<file path="src/hdl/shni_pkg.sv">
// Package for the stereo hiss noise injector: widths, filter coefficients,
// register indexes and the controller/datapath command and status types.
// No dependencies.
package shni_pkg;

  // One sample port per channel on the top level, so the channel count is fixed.
  localparam int NUM_CHANNELS     = 2;
  localparam int SAMPLE_BITS_DEF  = 24;
  localparam int CFG_IDX_BITS     = 2;
  localparam int CFG_DATA_BITS    = 32;
  localparam int TAP_BITS         = 24;
  localparam int PINK_POLES       = 6;

  localparam logic [CFG_IDX_BITS-1:0] REG_GAIN  = 2'd0;
  localparam logic [CFG_IDX_BITS-1:0] REG_COLOR = 2'd1;
  localparam logic [CFG_IDX_BITS-1:0] REG_BLEND = 2'd2;
  localparam logic [CFG_IDX_BITS-1:0] REG_SEED  = 2'd3;

  localparam logic [16:0] ONE_Q16   = 17'd65536;
  localparam logic [16:0] COLOR_MIN = 17'd66;
  localparam logic [31:0] LCG_MUL   = 32'd1664525;
  localparam logic [31:0] LCG_ADD   = 32'd1013904223;

  localparam logic signed [25:0] DIRECT_C    = 26'sd8995943;
  localparam logic signed [25:0] LAST_C      = 26'sd1944916;
  localparam logic signed [25:0] OUT_SCALE_C = 26'sd1845494;

  function automatic logic signed [25:0] pole_c(input logic [2:0] k);
    case (k)
      3'd0:    pole_c = 26'sd16758090;
      3'd1:    pole_c = 26'sd16665144;
      3'd2:    pole_c = 26'sd16257122;
      3'd3:    pole_c = 26'sd14537458;
      3'd4:    pole_c = 26'sd9227469;
      3'd5:    pole_c = -26'sd12777528;
      default: pole_c = 26'sd0;
    endcase
  endfunction

  function automatic logic signed [25:0] feed_c(input logic [2:0] k);
    case (k)
      3'd0:    feed_c = 26'sd931436;
      3'd1:    feed_c = 26'sd1259565;
      3'd2:    feed_c = 26'sd2581208;
      3'd3:    feed_c = 26'sd5209084;
      3'd4:    feed_c = 26'sd8941454;
      3'd5:    feed_c = -26'sd283501;
      default: feed_c = 26'sd0;
    endcase
  endfunction

  // Commands from the controller to the datapath.
  typedef struct packed {
    logic load;      // capture input word and registers
    logic draw;      // step the generator and take white for current channel
    logic pole;      // update one pole tap, index tap_idx
    logic pink_sum;  // direct term and last tap
    logic pink_out;  // output scale product
    logic mix;       // colour mix into channel noise
    logic next_ch;   // advance channel index
    logic mono;      // form mono mean
    logic blend;     // blend product for current channel
    logic gain;      // gain product for current channel
    logic outp;      // saturate and store output sample
    logic present;   // raise output valid
    logic [2:0] tap_idx;
  } shni_cmd_t;

  typedef struct packed {
    logic bypass;
    logic white_only;
    logic last_ch;
  } shni_sts_t;

endpackage

</file>
<file path="src/hdl/shni_ctrl.sv">
// Controller state machine for the hiss injector.
// Depends on shni_pkg; drives shni_dp through shni_cmd_t.
module shni_ctrl (
  input  logic                clk,
  input  logic                rst_n,
  input  logic                in_valid,
  output logic                in_ready,
  input  logic                out_busy,
  input  shni_pkg::shni_sts_t sts,
  output shni_pkg::shni_cmd_t cmd
);
  import shni_pkg::*;

  typedef enum logic [10:0] {
    S_IDLE  = 11'b00000000001,
    S_DRAW  = 11'b00000000010,
    S_POLE  = 11'b00000000100,
    S_PSUM  = 11'b00000001000,
    S_POUT  = 11'b00000010000,
    S_MIX   = 11'b00000100000,
    S_MONO  = 11'b00001000000,
    S_BLEND = 11'b00010000000,
    S_GAIN  = 11'b00100000000,
    S_OUT   = 11'b01000000000,
    S_DONE  = 11'b10000000000
  } state_t;

  state_t     state_r, state_nxt;
  logic [2:0] tap_r, tap_nxt;

  // A new word is taken only when the output register is free to receive it.
  assign in_ready = (state_r == S_IDLE) && !out_busy;

  always_comb begin
    state_nxt = state_r;
    tap_nxt   = tap_r;
    cmd       = '0;
    cmd.tap_idx = tap_r;
    case (state_r)
      S_IDLE: begin
        if (in_valid && !out_busy) begin
          cmd.load  = 1'b1;
          state_nxt = S_DRAW;
        end
      end
      S_DRAW: begin
        if (sts.bypass) begin
          cmd.present = 1'b1;
          state_nxt   = S_IDLE;
        end else begin
          cmd.draw  = 1'b1;
          tap_nxt   = 3'd0;
          state_nxt = sts.white_only ? S_MIX : S_POLE;
        end
      end
      S_POLE: begin
        cmd.pole = 1'b1;
        tap_nxt  = tap_r + 3'd1;
        if (tap_r == 3'(PINK_POLES - 1)) state_nxt = S_PSUM;
      end
      S_PSUM: begin
        cmd.pink_sum = 1'b1;
        state_nxt    = S_POUT;
      end
      S_POUT: begin
        cmd.pink_out = 1'b1;
        state_nxt    = S_MIX;
      end
      S_MIX: begin
        cmd.mix     = 1'b1;
        cmd.next_ch = !sts.last_ch;
        state_nxt   = sts.last_ch ? S_MONO : S_DRAW;
      end
      S_MONO: begin
        cmd.mono  = 1'b1;
        state_nxt = S_BLEND;
      end
      S_BLEND: begin
        cmd.blend = 1'b1;
        state_nxt = S_GAIN;
      end
      S_GAIN: begin
        cmd.gain  = 1'b1;
        state_nxt = S_OUT;
      end
      S_OUT: begin
        cmd.outp    = 1'b1;
        cmd.next_ch = !sts.last_ch;
        state_nxt   = sts.last_ch ? S_DONE : S_BLEND;
      end
      S_DONE: begin
        cmd.present = 1'b1;
        state_nxt   = S_IDLE;
      end
      default: state_nxt = S_IDLE;
    endcase
  end

  always_ff @(posedge clk) begin
    if (!rst_n) begin
      state_r <= S_IDLE;
      tap_r   <= 3'd0;
    end else begin
      state_r <= state_nxt;
      tap_r   <= tap_nxt;
    end
  end

endmodule

</file>
<file path="config.mk">
export PLATFORM = sky130hd
export DESIGN_NAME = shni_ctrl
export DESIGN_NICKNAME = d
export VERILOG_FILES = /design/src/hdl/shni_pkg.sv /design/src/hdl/shni_ctrl.sv
export SDC_FILE = /design/constraint.sdc
export NUM_CORES = 1
export LEC_CHECK = 0
export BUFFER_PORTS_ARGS = -buffer_cell sky130_fd_sc_hd__buf_2
export CAP_MARGIN = 20
export CORE_AREA = 2 2 53 55
export CTS_CLUSTER_SIZE = 10
export DETAILED_ROUTE_END_ITERATION = 6
export DIE_AREA = 0 0 55 57
export GPL_TIMING_DRIVEN = 0
export SKIP_CTS_REPAIR_TIMING = 1
export SLEW_MARGIN = 20
export SYNTH_ARGS = -nofsm -noshare
export SYNTH_HDL_FRONTEND = slang
export SYNTH_SLANG_ARGS = --single-unit
</file>
<file path="constraint.sdc">
create_clock -name clk -period 2.05 [get_ports clk]
set_clock_uncertainty 0.1 [all_clocks]
set_input_delay 0.1025 -clock clk [delete_from_list [all_inputs] [get_ports clk]]
set_output_delay 0.1025 -clock clk [all_outputs]
set_load 0.005 [all_outputs]
</file>
# == Word-level counts from Yosys, hierarchy flattened ==
# Index checks and enable logic that the tools add are counted.
# op_classes
n_addsub,1
n_eq_ne,15
n_mux,24
n_reduce_logical,8
# op_table
cell,n
$pmux 11 s10,1
$mux 11,3
$mux 1,14
$mux 6,2
$eq 11x1->1 const B,1
$eq 11x10->1 const B,1
$eq 11x11->1 const B,1
$eq 11x2->1 const B,1
$eq 11x3->1 const B,1
$eq 11x4->1 const B,1
$eq 11x5->1 const B,1
$eq 11x6->1 const B,1
$eq 11x7->1 const B,1
$eq 11x8->1 const B,1
$eq 11x9->1 const B,1
$mux 7,1
$pmux 3 s2,1
$ne 2x2->1 const B,2
$reduce_and 2->1,2
$add 3x1->3 const B,1
$eq 3x3->1 const B,1
$mux 3,1
$logic_and 1x1->1,2
$logic_not 1->1,2
other kinds (4),4
# word_totals
register_bits,14
inputBits,7
elab_cells,50

# == Logic depth before layout (Yosys ltp) ==
# Gate-level depths: netlist of run 1.
# logic_depth
depth_word,4
mapped_depth,6
ltp_nobuf,5

# == Worst setup path before layout of run 1 ==
# Ideal clock, no wire load.
# synth_timing
path_type,reg-to-reg
from,register state_r[4]
to,register state_r[7]
setup_ns,0.115
arrival_time_ns,1.417
required_time_ns,1.835
path_slack_ns,0.419
path_stages_with_launch,5
n_path_buf,0
path_cell_list,dfxtp_1 -> nor4_4 -> nand4_4 -> o221ai_2 -> o21ba_1
# synth_via
elab_chain_cells,3
# synth_rtl
item,line,text
start: declaration,shni_ctrl.sv:28,"state_t state_r, state_nxt;"
start signal: assignment,shni_ctrl.sv:104,state_r <= state_nxt;
$eq 11x3->1 / $eq 11x1->1 (equally long branches),shni_ctrl.sv:39,case (state_r)
$ne 2x2->1 (no line) / $ne 2x1->1 (equally long branches),-,
$reduce_and 2->1 (no line),-,
# Parallel ways exist; a longest one is shown, timed or not.
# A chain may end at the register's enable or synchronous reset.

==> results of run 1 <==
==> layout by cell type (no fill, tap or decap), types with 2 or more instances in the layout <==
cell,instances
sky130_fd_sc_hd__nor3_1,5
sky130_fd_sc_hd__clkbuf_1,2
sky130_fd_sc_hd__nand4_1,6
sky130_fd_sc_hd__buf_6,2
sky130_fd_sc_hd__o21ai_0,3
sky130_fd_sc_hd__buf_2,23
sky130_fd_sc_hd__nor2_1,14
sky130_fd_sc_hd__o21a_1,2
sky130_fd_sc_hd__dlygate4sd3_1,2
sky130_fd_sc_hd__nor2b_1,3
sky130_fd_sc_hd__nor4b_1,2
sky130_fd_sc_hd__a21oi_1,6
sky130_fd_sc_hd__nand2_1,6
sky130_fd_sc_hd__or4_4,2
sky130_fd_sc_hd__inv_1,9
sky130_fd_sc_hd__or2_2,2
sky130_fd_sc_hd__buf_4,13
sky130_fd_sc_hd__nor4_4,2
sky130_fd_sc_hd__dfxtp_1,9
sky130_fd_sc_hd__ha_1,2
sky130_fd_sc_hd__nand2b_1,4
sky130_fd_sc_hd__xor2_1,3
sky130_fd_sc_hd__dfxtp_2,4
sky130_fd_sc_hd__and3_1,2
sky130_fd_sc_hd__clkbuf_4,3
sky130_fd_sc_hd__and2_1,2
==> report_power, final <==
group,switching [uW],total (uW),internal (uW),leakage [uW]
combinational,277,528,251,0.000490
clock,90.3,198,108,0.0000210
sequential,11.9,310,298,0.000115
total,379,1040,658,0.000626
==> per-stage QoR <==
stage | std cells | setup slack (ps)
floorplan | 116 | 419
CTS | 173 | -82.3
global route | 187 | -78.1
detailed placement | 169 | 150
global placement | 169 | 147
finish | 187 | -6.71
==> state kept, by name, summed over array words and instances (netlist names) <==
signal / count
state_r: 11
tap_r: 3
==> cell type report <==
type                            count  area (um2)
Fill cell                         272        1320
Inverter                            9        33.8
Timing Repair Buffer               37         228
Buffer                              5        35.0
Tap cell                           31        38.8
Sequential cell                    14         289
Clock buffer                        4        36.3
Multi-Input combinational cell     87         636
==> synth_stat cells, drive strengths merged <==
library cell,count
ha,2
buf,3
nor4,3
and4b,1
inv,9
or4b,1
nor2,16
nor3b,1
or2,2
o31ai,1
nor3,6
clkbuf,3
or4,2
a211oi,1
a21oi,6
o21ai,3
nor4b,3
o41ai,1
nand4,7
nor2b,3
nand2b,5
nand2,7
dfxtp,14
and2,2
o211ai,1
nand4b,1
o21ba,1
nand3,1
xor2,3
and3,2
o221ai,2
o22ai,1
o21a,2
==> cells by family after synthesis <==
logic type,count (synthesis)
buf+inv,15
flops,14
compound gates,19
fa+ha+maj,2
simple gates,63
xor+xnor,3
==> metal layers <==
metal / up-vias / GRT usage (%) / share of wire [%]
li1: 495 / - / -
met1: 464 / 22.9 / 43
met2: 31 / 27.0 / 52
met3: 4 / 1.83 / 4.5
met4: 0 / 6.62 / 0.83
met5: - / 0 / 0
==> worst max-delay path by stage <==
| stage | depth (start not counted) | end | start |
|---|---|---|---|
| floorplan | 4 | state_r[7] | state_r[4] |
| global placement | 4 | state_r[7] | state_r[2] |
| detailed placement | 4 | state_r[7] | state_r[2] |
| CTS | 6 | cmd[6] | state_r[0] |
| global route | 5 | in_ready | state_r[4] |
| finish | 4 | cmd[11] | state_r[4] |
==> tightest hold or removal path, delay by kind of cell <==
kind          cells  cell delay, ps
simple gates      2             110
buf+inv           1             120
==> results_tabular.tex, run 1 <==
\begin{tabular}{lr}
\hline
Metric & Value \\
\hline
\multicolumn{2}{l}{\textbf{Timing}} \\
Count of final setup violators & 1 \\
Worst slew slack as a fraction of its limit & 69.5\% \\
Final hold violation count & 2 \\
RSZ-0062 raised after global routing & yes \\
Max-slew violation count & 0 \\
Fin crit share & 100\% \\
Final setup slack of the worst path & -6.71 ps \\
Time the final worst path needs with I/O delays and setup & 2060 ps \\
Slew of the pin with the lowest slew margin & 457 ps \\
Post-route worst hold slack & -8.14 ps \\
Post-Route Setup TNS & -6.71 ps \\
Highest attainable clock frequency & 486 MHz \\
\multicolumn{2}{l}{\textbf{Placement}} \\
Total cell area at the placement stage & 1110 um2 \\
Number of I/O port buffers & 22 \\
Final weighted congestion in routability-driven placement & 0.784 \\
HPWL reported at the end of detailed placement & 1.77 mm \\
\multicolumn{2}{l}{\textbf{Worst hold path}} \\
Worst min-delay path endpoint & state\_r[6] \\
Hold Crit Start & sts[0] \\
Number of cells traversed by the worst hold path & 3 \\
Path category of the worst min-delay check & in -> reg \\
\multicolumn{2}{l}{\textbf{Power}} \\
Power density of the placed cells & 800 nW/um2 \\
Leakage & 0.000626 uW \\
IR drop worst, VDD & between 0.5 and 0.6 mV \\
Total chip power & about 1000 uW \\
\multicolumn{2}{l}{\textbf{Clock network}} \\
Number of clock buffers inserted by TritonCTS & 3 \\
Bufs on Longest Clock Path & 2 \\
Root Driver & sky130\_fd\_sc\_hd\_\_clkbuf\_4 \\
Worst-skew pair later-pin latency & approximately 270 ps \\
Clock-pin slew on the worst setup and hold paths & 90 ps \\
CTS tree & yes \\
CTS H-tree depth & 1 \\
Clock tree sinks & 14 \\
\multicolumn{2}{l}{\textbf{Finish}} \\
Signed area change from the synthesized netlist to the final layout & 34.7\% \\
Layout cells sized above 1 & 39.7\% \\
Net count of the finished layout & 166 \\
Final std cell area, no fill & between 1000 and 1500 um2 \\
Share of the core filled with cells in the final layout & about 50\% \\
Diodes inserted & 0 \\
\multicolumn{2}{l}{\textbf{Synth}} \\
Number of library cell types mapped by synthesis & 41 \\
Post-synthesis share of cell area spent on xor and xnor gates & 2.73\% \\
Mapped cell area & roughly 960 um2 \\
Fraction of the mapped netlist area in adder cells & between 2 and 3\% \\
Most area-hungry cell type in the Yosys netlist & sky130\_fd\_sc\_hd\_\_dfxtp\_1 \\
Post-synthesis register bit count & 14 \\
Number of instances in the synthesized netlist & approximately 120 \\
Area fraction in compound gates after synthesis & roughly 14\% \\
Synthesized area per cell & 8.29 um2 \\
Most area-consuming cells after synthesis & sky130\_fd\_sc\_hd\_\_dfxtp\_1 (29\%), sky130\_fd\_sc\_hd\_\_nor2\_1 (5.9\%), sky130\_fd\_sc\_hd\_\_nor4\_4 (4.4\%) \\
Share of the synthesized area in the top cell type & approximately 29\% \\
Proportion of synthesized area in mux cells & 0\% \\
Net count after synthesis & 125 \\
Main combinational cell family by area after synthesis & simple AND/OR/NAND/NOR gates \\
Warnings from Yosys & 0 \\
Part of the Yosys area used for sequential elements & 29.1\% \\
Simple-Gate Fraction of Synth Area & 44.3\% \\
\multicolumn{2}{l}{\textbf{Route}} \\
Number of iterations in the first detailed-routing pass & 4 \\
Number of vias in the routed layout & 994 \\
Average wire length per cell after detail routing & $\sim$13 um \\
Routed vias/inst & 5.32 \\
DRC viols & 0 \\
DRT antenna net count & 0 \\
Drt initial violations & 21 \\
Wire length after detailed routing & 2.52 mm \\
\multicolumn{2}{l}{\textbf{Critical path}} \\
Critical R2R Capture & state\_r[7] \\
Critical path class & reg -> out \\
CP required & 1850 ps \\
Delay of the slowest cell on the worst path & 560 ps \\
Launching point of the worst reg2reg path & state\_r[7] \\
Type of origin of the critical path & register \\
Cells traversed along the worst timing path & or4\_4 > nor3\_4 > and4b\_1 > buf\_2 \\
Worst reg2reg path depth & 5 \\
Biggest fanout along the worst timing path & 4 \\
Nature of the critical path endpoint & output port \\
Register-to-register path setup slack & 70 ps \\
Cell type group with the largest total delay on the critical path & simple AND/OR/NAND/NOR gates \\
Crit path arrival time & 1850 ps \\
Cell with the largest stage delay on the worst path & sky130\_fd\_sc\_hd\_\_or4\_4 \\
CP Buf/Inv Count & 1 \\
\multicolumn{2}{l}{\textbf{Run status}} \\
Status & finished, violations left \\
Violations in the final reports & negative hold slack, negative setup slack \\
\multicolumn{2}{l}{\textbf{GRT}} \\
Initial antenna violation count & 0 \\
Global-route wire length before repair & 3.98 mm \\
Overflow left after global routing & 0 \\
All-Layer GR Usage & 16.9\% \\
Vias in the first global route & 920 \\
Maximum number of pins on one net before global-route repair & 11 \\
\multicolumn{2}{l}{\textbf{Floorplan}} \\
Core area & 2620 um2 \\
Height of the die & 57 um \\
Die area & 3140 um2 \\
Chip Width & approximately 55 um \\
Number of rows in the core area & 19 \\
Starting density of the core & 36.8\% \\
I/O pin count & 23 \\
\multicolumn{2}{l}{\textbf{Job}} \\
Count of maximum capacitance violations & 0 \\
\hline
\end{tabular}
No activity file was read; power rests on OpenSTA's default activity.
==> inputs of run 2 (changes only) <==
Settings changed: PLACE_DENSITY set to 0.56.
==> results_tabular.tex, run 2 (synthesized netlist as in run 1, its figures left out) <==
\begin{tabular}{lr}
\hline
Metric & Value \\
\hline
\multicolumn{2}{l}{\textbf{Clock network}} \\
Worst-skew pair later-pin latency & 290 ps \\
Number of clock buffers inserted by TritonCTS & 3 \\
Clock tree sinks & 14 \\
Root Driver & sky130\_fd\_sc\_hd\_\_clkbuf\_4 \\
Bufs on Longest Clock Path & 2 \\
CTS tree & yes \\
CTS H-tree depth & 1 \\
Clock-pin slew on the worst setup and hold paths & 90 ps \\
\multicolumn{2}{l}{\textbf{Placement}} \\
Final weighted congestion in routability-driven placement & roughly 0.76 \\
Total cell area at the placement stage & 1110 um2 \\
Pre-CTS setup slack & approximately 120 ps \\
HPWL reported at the end of detailed placement & 1.66 mm \\
Number of I/O port buffers & 22 \\
\multicolumn{2}{l}{\textbf{Finish}} \\
Most common cell after layout, fill and taps aside & sky130\_fd\_sc\_hd\_\_buf\_2 \\
Net count of the finished layout & 162 \\
Signed area change from the synthesized netlist to the final layout & 32.1\% \\
Final std cell area, no fill & 1270 um2 \\
Share of the core filled with cells in the final layout & 48.6\% \\
Diodes inserted & 0 \\
Count of filler cells inserted in the layout & about 270 \\
Layout cells sized above 1 & between 30\% and 40\% \\
Top flop regs & state\_r (11), tap\_r (3) \\
Largest Register & state\_r \\
Highest-count cells in the layout ignoring fill and taps & sky130\_fd\_sc\_hd\_\_buf\_2 (23), sky130\_fd\_sc\_hd\_\_nor2\_1 (15), sky130\_fd\_sc\_hd\_\_inv\_1 (9), sky130\_fd\_sc\_hd\_\_buf\_4 (9), sky130\_fd\_sc\_hd\_\_dfxtp\_1 (9) \\
Flip-flop count of the largest register, all copies and words added & 11 \\
\multicolumn{2}{l}{\textbf{Run status}} \\
Status & finished, violations left \\
Violations in the final reports & negative hold slack \\
\multicolumn{2}{l}{\textbf{Timing}} \\
Highest attainable clock frequency & 489 MHz \\
RSZ-0062 raised after global routing & yes \\
Worst slew slack as a fraction of its limit & 69.1\% \\
Count of final setup violators & 0 \\
Time the final worst path needs with I/O delays and setup & around 2000 ps \\
Slew of the pin with the lowest slew margin & 463 ps \\
Fin crit share & 99.8\% \\
Max-slew violation count & 0 \\
Final hold violation count & 2 \\
Final setup slack of the worst path & 3.20 ps \\
Post-route worst hold slack & -16.4 ps \\
\multicolumn{2}{l}{\textbf{Floorplan}} \\
Core area & $\sim$2600 um2 \\
I/O pin count & 23 \\
Height of the die & roughly 57 um \\
Chip Width & 55 um \\
Die area & 3140 um2 \\
Starting density of the core & 36.8\% \\
Number of rows in the core area & 19 \\
\multicolumn{2}{l}{\textbf{Critical path}} \\
Delay of the slowest cell on the worst path & approximately 560 ps \\
Type of origin of the critical path & register \\
Critical R2R Capture & state\_r[7] \\
Worst reg2reg path depth & 4 \\
CP required & 1850 ps \\
Biggest fanout along the worst timing path & 6 \\
Cell with the largest stage delay on the worst path & sky130\_fd\_sc\_hd\_\_or4\_4 \\
Nature of the critical path endpoint & output port \\
Crit path arrival time & 1840 ps \\
Launching point of the worst reg2reg path & state\_r[2] \\
Cells traversed along the worst timing path & or4\_4 > nor3\_4 > and4b\_1 > buf\_2 \\
Critical path class & reg -> out \\
Register-to-register path setup slack & 130 ps \\
\multicolumn{2}{l}{\textbf{GRT}} \\
Global-route wire length before repair & 3.68 mm \\
Overflow left after global routing & 0 \\
Maximum number of pins on one net before global-route repair & 11 \\
Initial antenna violation count & 0 \\
Vias in the first global route & 824 \\
All-Layer GR Usage & between 15 and 20\% \\
\multicolumn{2}{l}{\textbf{Route}} \\
Number of vias in the routed layout & 966 \\
Average wire length per cell after detail routing & 12.9 um \\
DRT antenna net count & 0 \\
DRC viols & 0 \\
Wire length after detailed routing & 2.36 mm \\
Routed vias/inst & 5.28 \\
Number of iterations in the first detailed-routing pass & 4 \\
Drt initial violations & 8 \\
\multicolumn{2}{l}{\textbf{Worst hold path}} \\
Path category of the worst min-delay check & in -> reg \\
Number of cells traversed by the worst hold path & 3 \\
Hold Crit Start & sts[0] \\
Worst min-delay path endpoint & state\_r[6] \\
\multicolumn{2}{l}{\textbf{Power}} \\
IR drop worst, VDD & 0.431 mV \\
Power density of the placed cells & 787 nW/um2 \\
Leakage & just over 0.0006 uW \\
\multicolumn{2}{l}{\textbf{Job}} \\
Count of maximum capacitance violations & 0 \\
\hline
\end{tabular}
-- run 2: worst max-delay path by stage --
stage	start	to	slack [ps]	depth (start not counted)
floorplan	state_r[4]	state_r[7]	420	4
global placement	state_r[4]	state_r[7]	120	4
detailed placement	state_r[4]	state_r[7]	120	4
CTS	state_r[0]	cmd[6]	-100	6
global route	state_r[7]	cmd[3]	-80	5
finish	state_r[5]	cmd[11]	3	4
-- run 2: critical path: cells and delay by family, from the launching register on --
kind          cells  cell delay, ps
simple gates      3            1070
buf+inv           1             120
flops             1             370
-- run 2: stage by stage --
| step | setup TNS [ps] | std cells | power [uW] |
|---|---|---|---|
| after floorplan | 0 | 116 | 631 |
| after global placement | 0 | 169 | 717 |
| after detailed placement | 0 | 169 | 722 |
| after CTS | -114 | 173 | 931 |
| after global routing | -295 | 183 | 1080 |
| final | 0 | 183 | 1000 |
-- run 2: cell type report --
| type | instances | area, um2 | area share [%] |
|---|---|---|---|
| Sequential cell | 14 | 292 | 22.9 |
| Tap cell | 31 | 38.8 | 3.05 |
| Multi-Input combinational cell | 87 | 638 | 50.2 |
| Timing Repair Buffer | 33 | 198 | 15.6 |
| Inverter | 9 | 33.8 | 2.66 |
| Clock buffer | 4 | 36.3 | 2.85 |
| Buffer | 5 | 35.0 | 2.76 |
-- run 2: layer usage --
metal  routed length [um]  vias to the layer above  part of all wire [%]  global-route usage [%]
met3                  130                        7                   5.5                    2.36
met2                 1080                       31                    46                    22.8
li1                     -                      489                     -                       -
met1                 1080                      439                    46                    22.1
met5                    0                        -                     0                       0
met4                   63                        0                   2.7                    9.76
-- run 2: report_power, final --
group	total [uW]	switching (uW)	internal [uW]
clock	208	99.5	108
sequential	312	14.1	297
combinational	482	261	221
